$ cat config.mk
export PLATFORM = sky130hd
export DESIGN_NAME = cwo_queue
export DESIGN_NICKNAME = d
export VERILOG_FILES = /design/src/cwo_pkg.sv /design/src/cwo_queue.sv
export SDC_FILE = /design/constraint.sdc
export NUM_CORES = 1
export LEC_CHECK = 0
export BUFFER_PORTS_ARGS = -buffer_cell sky130_fd_sc_hd__clkbuf_2
export CAP_MARGIN = 0
export CORE_MARGIN = 2
export CORE_UTILIZATION = 61
export DETAILED_ROUTE_END_ITERATION = 6
export PLACE_DENSITY = 0.84
export SYNTH_ARGS = -nofsm -noshare
export SYNTH_HDL_FRONTEND = slang
export SYNTH_SLANG_ARGS = --single-unit
export TNS_END_PERCENT = 30
$ cat constraint.sdc
create_clock -name clk -period 6 [get_ports clk]
set_input_delay 0.9 -clock clk [delete_from_list [all_inputs] [get_ports clk]]
set_output_delay 0.9 -clock clk [all_outputs]
set_load 0.02 [all_outputs]
$ cat src/cwo_pkg.sv
package cwo_pkg;

    // Bus event codes
    typedef enum logic [2:0] {
        OP_VIDEO = 3'd0,
        OP_CRAM  = 3'd1,
        OP_MAP   = 3'd2,
        OP_CLOUD = 3'd3,
        OP_TICK  = 3'd4
    } opcode_t;

    // Colors and cloud window
    localparam logic [2:0] COLOR_WHITE   = 3'd7;
    localparam logic [2:0] COLOR_BACK_HI = 3'd6;
    localparam logic [2:0] COLOR_BACK_LO = 3'd2;
    localparam logic [7:0] CLOUD_SPAN    = 8'd64;

    // Queue between front and back
    localparam int Q_DEPTH = 4;
    localparam int Q_AW    = $clog2(Q_DEPTH);
    localparam int Q_CW    = Q_AW + 1;

    // One decoded video write, ready for expansion
    typedef struct packed {
        logic [4:0] x_hi;
        logic [7:0] y;
        logic [7:0] bits;
        logic [2:0] fore;
        logic [2:0] back;
        logic       cloud_en;
        logic [7:0] cloud_even;
        logic [7:0] cloud_odd;
    } entry_t;

endpackage

$ cat src/cwo_queue.sv
module cwo_queue (
    input  logic                     clk,
    input  logic                     rst_n,
    input  logic                     push,
    input  cwo_pkg::entry_t          push_entry,
    input  logic                     pop,
    output cwo_pkg::entry_t          head,
    output logic                     not_empty,
    output logic [cwo_pkg::Q_CW-1:0] count
);
    import cwo_pkg::*;

    entry_t            slots [Q_DEPTH];
    logic [Q_AW-1:0]   wr_ptr_reg, wr_ptr_next;
    logic [Q_AW-1:0]   rd_ptr_reg, rd_ptr_next;
    logic [Q_CW-1:0]   count_reg, count_next;

    // Advance pointers and occupancy
    always_comb
    begin
        wr_ptr_next = push ? wr_ptr_reg + Q_AW'(1) : wr_ptr_reg;
        rd_ptr_next = pop ? rd_ptr_reg + Q_AW'(1) : rd_ptr_reg;
        count_next  = count_reg + Q_CW'(push) - Q_CW'(pop);
    end

    always_ff @(posedge clk or negedge rst_n)
    begin
        if (!rst_n)
        begin
            wr_ptr_reg <= '0;
            rd_ptr_reg <= '0;
            count_reg  <= '0;
        end
        else
        begin
            wr_ptr_reg <= wr_ptr_next;
            rd_ptr_reg <= rd_ptr_next;
            count_reg  <= count_next;
        end
    end

    always_ff @(posedge clk)
    begin
        if (push)
        begin
            slots[wr_ptr_reg] <= push_entry;
        end
    end

    assign head      = slots[rd_ptr_reg];
    assign not_empty = (count_reg != '0);
    assign count     = count_reg;

endmodule

==> flow_summary.yaml <==
run_status:
  outcome: "completed"
detailed_routing:
  vias_per_cell: 5.77
  remaining_drc_errors: 0
  drt_first_pass_iters: 4
  totalWireLength_mm: 11.3
  wl_per_cell_um: 21.6
  drt-initial-drc-count: 197
  vias: 3024
  antenna_left: 0
cts:
  clk_latency_ns: 0.52
  cts_setup_buffers: 0
  clock-sinks: 183
  cts_root_buffer: "clkbuf_8"
  cts.clk_slew.worst_paths_ns: 0.07
  h-tree-depth: 4
  tritoncts: "built"
  cts_resized: 0
  numCtsBuffers: 17
  clock_path_buffers: 2
  cts_hold_buf: 0
yosys:
  synthCells: 263
  synth_compound_area_frac: 0.000737
  synth-simple-area-share: 0.00571
  synth-xor-area-share: 0.00644
  synth_fa_ha_area_frac: 0.0140
  ys_seq_area_frac: 0.804
  ys_types: 16
  ys_ff_latch: 183
  synth_top_family_by_area: "multiplexers"
  syn_avg_cell_area_um2: 25.8
  syn-cell-area_mm2: 0.00680
  muxShareOfSynthArea: 0.149
  yosys_warnings: 0
  synth.net_count: 318
run:
  cap_viol_max_count: 0
final_layout:
  layout.nets: 426
  finish.instance_area_mm2: 0.00794
  antenna_cells: 0
  final_layout_size_suffix_gt1_frac: 0.448
  utilization: 0.732
  fill_cells: 615
  areaGrowthSynthToFinish_pct: 16.8
  largest_reg_flops: 176
pwr:
  irDropWorstVdd_uv: 296
  leakage_uw: 0.00280
  power_uw: 4040
  powerDensity_mw_per_mm2: 509
setup_path:
  crit_slowest_cell: "dfrtp_4"
  end_kind: "output pin"
  startpoint_type: "flip-flop"
  path_cells: "mux4_1 > clkbuf_2"
  critPathMaxFanout: 46
  crit_required_ns: 5.10
  crit_arrival_ns: 2.38
  critPathKind: "reg2out"
  cp_slowest_stage_delay_ns: 1.00
timing:
  rsz0062_at_grt: "no"
  final_hold_viol_count: 0
  finalCritPeriodShare: 0.546
  max_slew_margin: 0.262
  min_period_ns: 3.28
  tightest_slew_ns: 1.11
  finalSetupViolations: 0
  final_critical_path_setup_slack_ns: 2.72
  finalSetupTns_ns: 0
  drv_slew: 0
  finalClockSkew_ns: 0.00723
  fmax_mhz: 305
placement:
  place_area_mm2: 0.00737
  place_ws_ns: 3.19
  dpl.hpwl_mm: 6.54
  port_buffers: 95
  gp_congestion: 0.684
global_route:
  antenna_found_initial: 0
  overflow: 0
  grtUsageTotal: 0.211
  grt_max_degree: 47
  grt_first_pass_wirelength_mm: 17.5
  grt_pass1_vias: 3128
floorplan:
  die_y_um: 110
  ios: 96
  start_util: 0.627
  core_area_mm2: 0.0108
  placementRows: 38
  die_x_um: 110
  dieArea_mm2: 0.0120
worst_hold_path:
  hold_path_class: "in2async"
[cells in the final DEF, fill, tap and decap left out, types with 5 or more instances in the layout]
cell / n
edfxtp_1: 176
clkbuf_2: 95
mux4_2: 38
clkbuf_16: 16
mux4_1: 6
inv_1: 6
ha_1: 6
dfrtp_1: 5
[cells in the mapped netlist]
| cell type | instances | area share |
|---|---|---|
| mux4_2 | 38 | 0.13 |
| buf_6 | 1 | 0.0017 |
| buf_12 | 4 | 0.012 |
| dfrtp_1 | 7 | 0.026 |
| nand2_1 | 2 | 0.0011 |
| ha_1 | 6 | 0.011 |
| edfxtp_1 | 176 | 0.78 |
| and2_1 | 4 | 0.0037 |
| xor2_1 | 2 | 0.0026 |
| mux4_1 | 6 | 0.023 |
| fa_1 | 1 | 0.0029 |
| o21ai_0 | 1 | 0.00074 |
| buf_2 | 5 | 0.0037 |
| xnor2_1 | 3 | 0.0039 |
| inv_1 | 6 | 0.0033 |
| or3_1 | 1 | 0.00092 |
[path summary, 6_finish.rpt]
check / start / to / slack, ns / cells after the start
max: rd_ptr_reg[0] / head[3] / 2.72 / 2
min: rst_n / count[1] / 0.20 / 1
max reg2reg: wr_ptr_reg[0] / slots[2][1] / 4.01 / 4
min reg2reg: wr_ptr_reg[0] / wr_ptr_reg[0] / 0.55 / 1
max in group asynchronous: rst_n / rd_ptr_reg[0] / 5.60 / 1
min in group clk: wr_ptr_reg[0] / wr_ptr_reg[0] / 0.55 / 1
[metal layers]
metal  wire, um  GRT usage  share of wire
met1       4450      0.281           0.39
met3        687     0.0705          0.061
met4         88     0.0579         0.0078
met2       6080      0.342           0.54
met5          0          0              0
[layout make-up]
class                   instances  area, um^2  area share
flip-flops and latches        183        5470       0.689
multi-input cells              64        1200       0.151
repair buffers                 99         505      0.0637
clock buffers                  21         439      0.0553
well taps                     140         175      0.0221
clock inverters                11         126      0.0159
inverters                       6        22.5     0.00284
[where the power goes]
group | total, uW | leakage, uW | switching (uW) | internal, uW
combinational | 1100 | 0.000839 | 605 | 499
clock | 1040 | 0.000265 | 437 | 605
sequential | 1890 | 0.00170 | 214 | 1680
total | 4040 | 0.00280 | 1260 | 2780
[metrics by stage]
stage	cells	hold slack, ns
4_1_cts	524	0.189
3_5_place_dp	492	0.530
3_3_place_gp	492	0.510
6_report	524	0.204
2_1_floorplan	263	0.494
5_1_grt	524	0.179
[cell families (layout without fill, tap and decap cells)]
group,after synthesis,after routing
muxes,44,44
buffers and inverters,16,137
AOI/OAI and AO/OA,1,1
xor gates and xnor gates,5,5
adders and majority gates,7,7
and+or+nand+nor,7,7
DFF,183,183
[worst max-delay path, delay by kind of cell (launching register included)]
family / cells / cell delay (ns)
buffers and inverters: 1 / 0.18
multiplexers: 1 / 0.67
flip-flops: 1 / 1.00
(Power assumes the default switching activity.)
