===== src/cwo_pkg.sv =====
package cwo_pkg;

    // Bus event codes
    typedef enum logic [2:0] {
        OP_VIDEO = 3'd0,
        OP_CRAM  = 3'd1,
        OP_MAP   = 3'd2,
        OP_CLOUD = 3'd3,
        OP_TICK  = 3'd4
    } opcode_t;

    // Colors and cloud window
    localparam logic [2:0] COLOR_WHITE   = 3'd7;
    localparam logic [2:0] COLOR_BACK_HI = 3'd6;
    localparam logic [2:0] COLOR_BACK_LO = 3'd2;
    localparam logic [7:0] CLOUD_SPAN    = 8'd64;

    // Queue between front and back
    localparam int Q_DEPTH = 4;
    localparam int Q_AW    = $clog2(Q_DEPTH);
    localparam int Q_CW    = Q_AW + 1;

    // One decoded video write, ready for expansion
    typedef struct packed {
        logic [4:0] x_hi;
        logic [7:0] y;
        logic [7:0] bits;
        logic [2:0] fore;
        logic [2:0] back;
        logic       cloud_en;
        logic [7:0] cloud_even;
        logic [7:0] cloud_odd;
    } entry_t;

endpackage


===== src/cwo_back.sv =====
module cwo_back (
    input  logic            clk,
    input  logic            rst_n,
    input  logic            flip,
    input  cwo_pkg::entry_t head,
    input  logic            not_empty,
    output logic            pop,
    output logic            out_valid,
    input  logic            out_ready,
    output logic [7:0]      pixel_x,
    output logic [7:0]      pixel_y,
    output logic [2:0]      color,
    output logic            last
);
    import cwo_pkg::*;

    logic       advance;
    logic       bit_set;
    logic [7:0] cloud_word;
    logic [1:0] cloud_bit;
    logic [2:0] pix_color;
    logic [7:0] x_raw;

    logic [2:0] idx_reg, idx_next;
    logic       out_valid_reg, out_valid_next;
    logic [7:0] pixel_x_reg;
    logic [7:0] pixel_y_reg;
    logic [2:0] color_reg;
    logic       last_reg;

    // Emit one pixel whenever the output register frees up
    assign advance = not_empty && (!out_valid_reg || out_ready);
    assign pop     = advance && (idx_reg == 3'd7);

    // Pick the pixel color for the current bit
    always_comb
    begin
        bit_set    = head.bits[idx_reg];
        cloud_word = idx_reg[2] ? head.cloud_odd : head.cloud_even;
        cloud_bit  = ~idx_reg[1:0];
        if (bit_set)
        begin
            pix_color = head.fore;
        end
        else if (head.cloud_en && cloud_word[cloud_bit])
        begin
            pix_color = COLOR_WHITE;
        end
        else
        begin
            pix_color = head.back;
        end
        x_raw = {head.x_hi, idx_reg};
    end

    always_comb
    begin
        idx_next       = advance ? idx_reg + 3'd1 : idx_reg;
        out_valid_next = advance || (out_valid_reg && !out_ready);
    end

    always_ff @(posedge clk or negedge rst_n)
    begin
        if (!rst_n)
        begin
            idx_reg       <= '0;
            out_valid_reg <= 1'b0;
        end
        else
        begin
            idx_reg       <= idx_next;
            out_valid_reg <= out_valid_next;
        end
    end

    // Load the output word, mirrored when flip is on
    always_ff @(posedge clk)
    begin
        if (advance)
        begin
            pixel_x_reg <= flip ? ~x_raw : x_raw;
            pixel_y_reg <= flip ? ~head.y : head.y;
            color_reg   <= pix_color;
            last_reg    <= (idx_reg == 3'd7);
        end
    end

    assign out_valid = out_valid_reg;
    assign pixel_x   = pixel_x_reg;
    assign pixel_y   = pixel_y_reg;
    assign color     = color_reg;
    assign last      = last_reg;

endmodule


===== config.mk =====
export PLATFORM = sky130hd
export DESIGN_NAME = cwo_back
export DESIGN_NICKNAME = d
export VERILOG_FILES = /design/src/cwo_pkg.sv /design/src/cwo_back.sv
export SDC_FILE = /design/constraint.sdc
export NUM_CORES = 1
export LEC_CHECK = 0
export CAP_MARGIN = 15
export CORE_MARGIN = 1.5
export CORE_UTILIZATION = 50
export CTS_BUF_LIST = sky130_fd_sc_hd__clkbuf_4 sky130_fd_sc_hd__clkbuf_8
export CTS_CLUSTER_SIZE = 14
export DETAILED_ROUTE_END_ITERATION = 8
export DONT_BUFFER_PORTS = 1
export PLACE_DENSITY = 0.76
export SYNTH_ARGS = -nofsm -noshare
export SYNTH_HDL_FRONTEND = slang
export SYNTH_SLANG_ARGS = --single-unit

===== constraint.sdc =====
create_clock -name clk -period 1.6 [get_ports clk]
set_input_delay 0.08 -clock clk [delete_from_list [all_inputs] [get_ports clk]]
set_output_delay 0.08 -clock clk [all_outputs]
set_load 0.05 [all_outputs]

==> impl_metrics.tcl <==
set metrics [dict create \
    outcome "finished, violations left" \
    violations "negative setup slack" \
    p_int_uw 1360 \
    dieArea_um2 2580 \
    cts.sinks 24 \
    start_util 0.520 \
    crit_path_start "idx_reg[0]" \
    layout_commonest_cell "dlygate4sd3_1" \
    gr-total-overflow 0 \
    hold_ws_ps 3.38 \
    antenna_found_initial 0 \
    cts_buffer_depth 2 \
    cts_htree_levels 1 \
    hp-class "primary input to flip-flop" \
    pin_count 71 \
    maxSlewHeadroom 0.496 \
    globalRouteTotalUtil 0.171 \
    rrSetupSlack_ps -120 \
    num-fill-cells 152 \
    drtAntennaViolNets 0 \
    min_period_ps 1730 \
    holdPathStages 2 \
    seq_area_um2 704 \
    root_buffer "clkbuf_4" \
    insertion_delay_ps 310 \
    fmax_mhz 576 \
    avgSynthCellArea_um2 15.0 \
    grt_pass1_wl_um 3150 \
    p_sw_frac 0.370 \
    endpoint_kind "primary output" \
    leakagePower_uw 0.000559 \
    multi_input_area_um2 418 \
    firstDrtPassIters 2 \
    diodes 0 \
    worstHoldStart "head[20]" \
    cp.arrival_ps 1650 \
    clk_pin_slew_ps 130 \
    syn_area_um2 1140 \
    nets 155 \
    portBuffers 0 \
    dr_total_vias 714 \
    fin_cells 131 \
    crit_path_cell_trace "buf_4 -> ha_1 -> ha_1 -> and3_4 -> buf_12" \
    wire_per_inst_um 16.0 \
    r2r_cells 5 \
    crit_path_start_kind "flip-flop" \
    pre_cts_ws_ps -107 \
    switching_power_uw 798 \
    drc 0 \
    slowest_stage "dfrtp_2" \
    skew_ps 11.4 \
    path_max_fanout 5 \
    cpMostUsedCell "ha_1" \
    final_hold_viol_count 0 \
    drive_gt1_frac 0.243 \
    cap_violations 0 \
    drv_slew 0 \
    timing.rr.start "idx_reg[0]" \
    syn-num-nets 127 \
    power.share.sequential 0.543 \
    p_clk_frac 0.121 \
    dp_hpwl_um 1390 \
    rows 17 \
    fin_setup_tns_ps -475 \
    final_cell_mix "21 x dlygate4sd3_1, 20 x edfxtp_1, 16 x xor2_1" \
    synth-seq-cells 24 \
    place.gp.congestion 0.645 \
    core_area_um2 2190 \
    fin_util 0.681 \
    synth_cell_type_count 21 \
    areaGrowthSynthToFinish_pct 30.8 \
    placedCellCount 104 \
    yosys_warnings 0 \
    slowest_delay_ps 450 \
    fin_ws_ps -135 \
    vias_per_cell 5.45 \
    grt_pass1_vias 699 \
    ir_drop_uv 978 \
    die_width_um 50.7 \
    cts_tree "built" \
    wl_um 2100 \
    setup.worst_path.class "flip-flop to primary output" \
    worstReg2RegEnd "color[1]" \
    yosysSeqAreaShare 0.615 \
    first_iter_violations 9 \
    grt_max_degree 21 \
    final-setup-viol-count 4 \
    worstHoldEndpoint "color[0]" \
    p_comb_frac 0.336 \
    dieHeight_um 50.7 \
    rsz0062_at_grt "true" \
    cts_made_buffers 3 \
    tightest_slew_ps 753 \
    worst_ep_required_time_ps 1520 \
    p_per_area_nw_per_um2 1440 \
    fin_crit_sh 1.08 \
    synth_cells 76 \
]
kinds of logic after synthesis:
kind of cell | after synthesis | share of synthesized area
mux | 9 | 0.119
flops | 24 | 0.615
buf+inv | 6 | 0.0373
xor+xnor | 17 | 0.131
fa+ha+maj | 2 | 0.0220
simple gates | 15 | 0.0637
compound gates | 3 | 0.0132
how the worst max path moves through the flow:
stage / slack, ps / cells past startpoint / end
after floorplan: -70 / 5 / color[0]
after global placement: -60 / 4 / color[1]
after global routing: -190 / 5 / pop
after detailed placement: -110 / 4 / color[2]
final: -130 / 5 / pop
after CTS: -130 / 5 / pop
routing by layer:
layer  GRT usage  vias to the layer above  part of all wire
met3      0.0417                        6             0.073
met2       0.320                       47              0.53
met1       0.177                      338              0.38
met5           0                        -                 0
met4      0.0766                        0             0.017
li1            -                      323                 -
metrics by stage:
stage / power, uW / cell area, um2
2_1_floorplan: 1660 / 1140
3_3_place_gp: 1700 / 1200
3_5_place_dp: 1730 / 1200
4_1_cts: 2130 / 1470
5_1_grt: 2270 / 1490
6_report: 2150 / 1490
repair_timing:
action | in CTS | in global routing
buffers inserted | 2 | 0
endpoints found under the hold margin | 22 | 1
gates resized for setup | 4 | 4
setup endpoints to repair | 4 | 4
hold buffers | 20 | 1
cloned | 0 | 0
Yosys cell counts:
cell type	n	area (um2)
inv_1	1	3.75
mux2_2	2	22.5
nand2_1	2	7.51
a21oi_1	3	15.0
mux2_4	1	15.0
xor2_1	16	140
edfxtp_1	20	601
buf_2	1	5.00
mux4_2	3	67.6
mux2i_1	3	30.0
ha_1	2	25.0
nor2_1	7	26.3
buf_8	1	15.0
nand3b_1	1	7.51
nand4_1	1	6.26
buf_6	1	11.3
and3_1	1	6.26
xnor2_1	1	8.76
dfrtp_1	4	100
nand2b_1	3	18.8
clkbuf_1	2	7.51
power groups by stage:
stage	Clock, uW	Combinational, uW	Sequential, uW
after floorplan	0	540	1120
after global placement	0	519	1180
after detailed placement	0	542	1190
after CTS	267	693	1170
after global routing	290	795	1190
final	261	725	1170
area by class of cell:
| type | count | share of cell area |
|---|---|---|
| Inverter | 1 | 0.00503 |
| Tap cell | 28 | 0.0235 |
| Clock inverter | 1 | 0.00252 |
| Multi-Input combinational cell | 46 | 0.280 |
| Timing Repair Buffer | 28 | 0.201 |
| Sequential cell | 24 | 0.472 |
| Clock buffer | 3 | 0.0151 |
critical path, delay by kind of cell, from the launching register on:
family | cells | cell delay [ps]
fa+ha+maj | 2 | 400
flops | 1 | 450
buf+inv | 2 | 310
simple gates | 1 | 190
No activity file was read; power rests on OpenSTA's default activity.
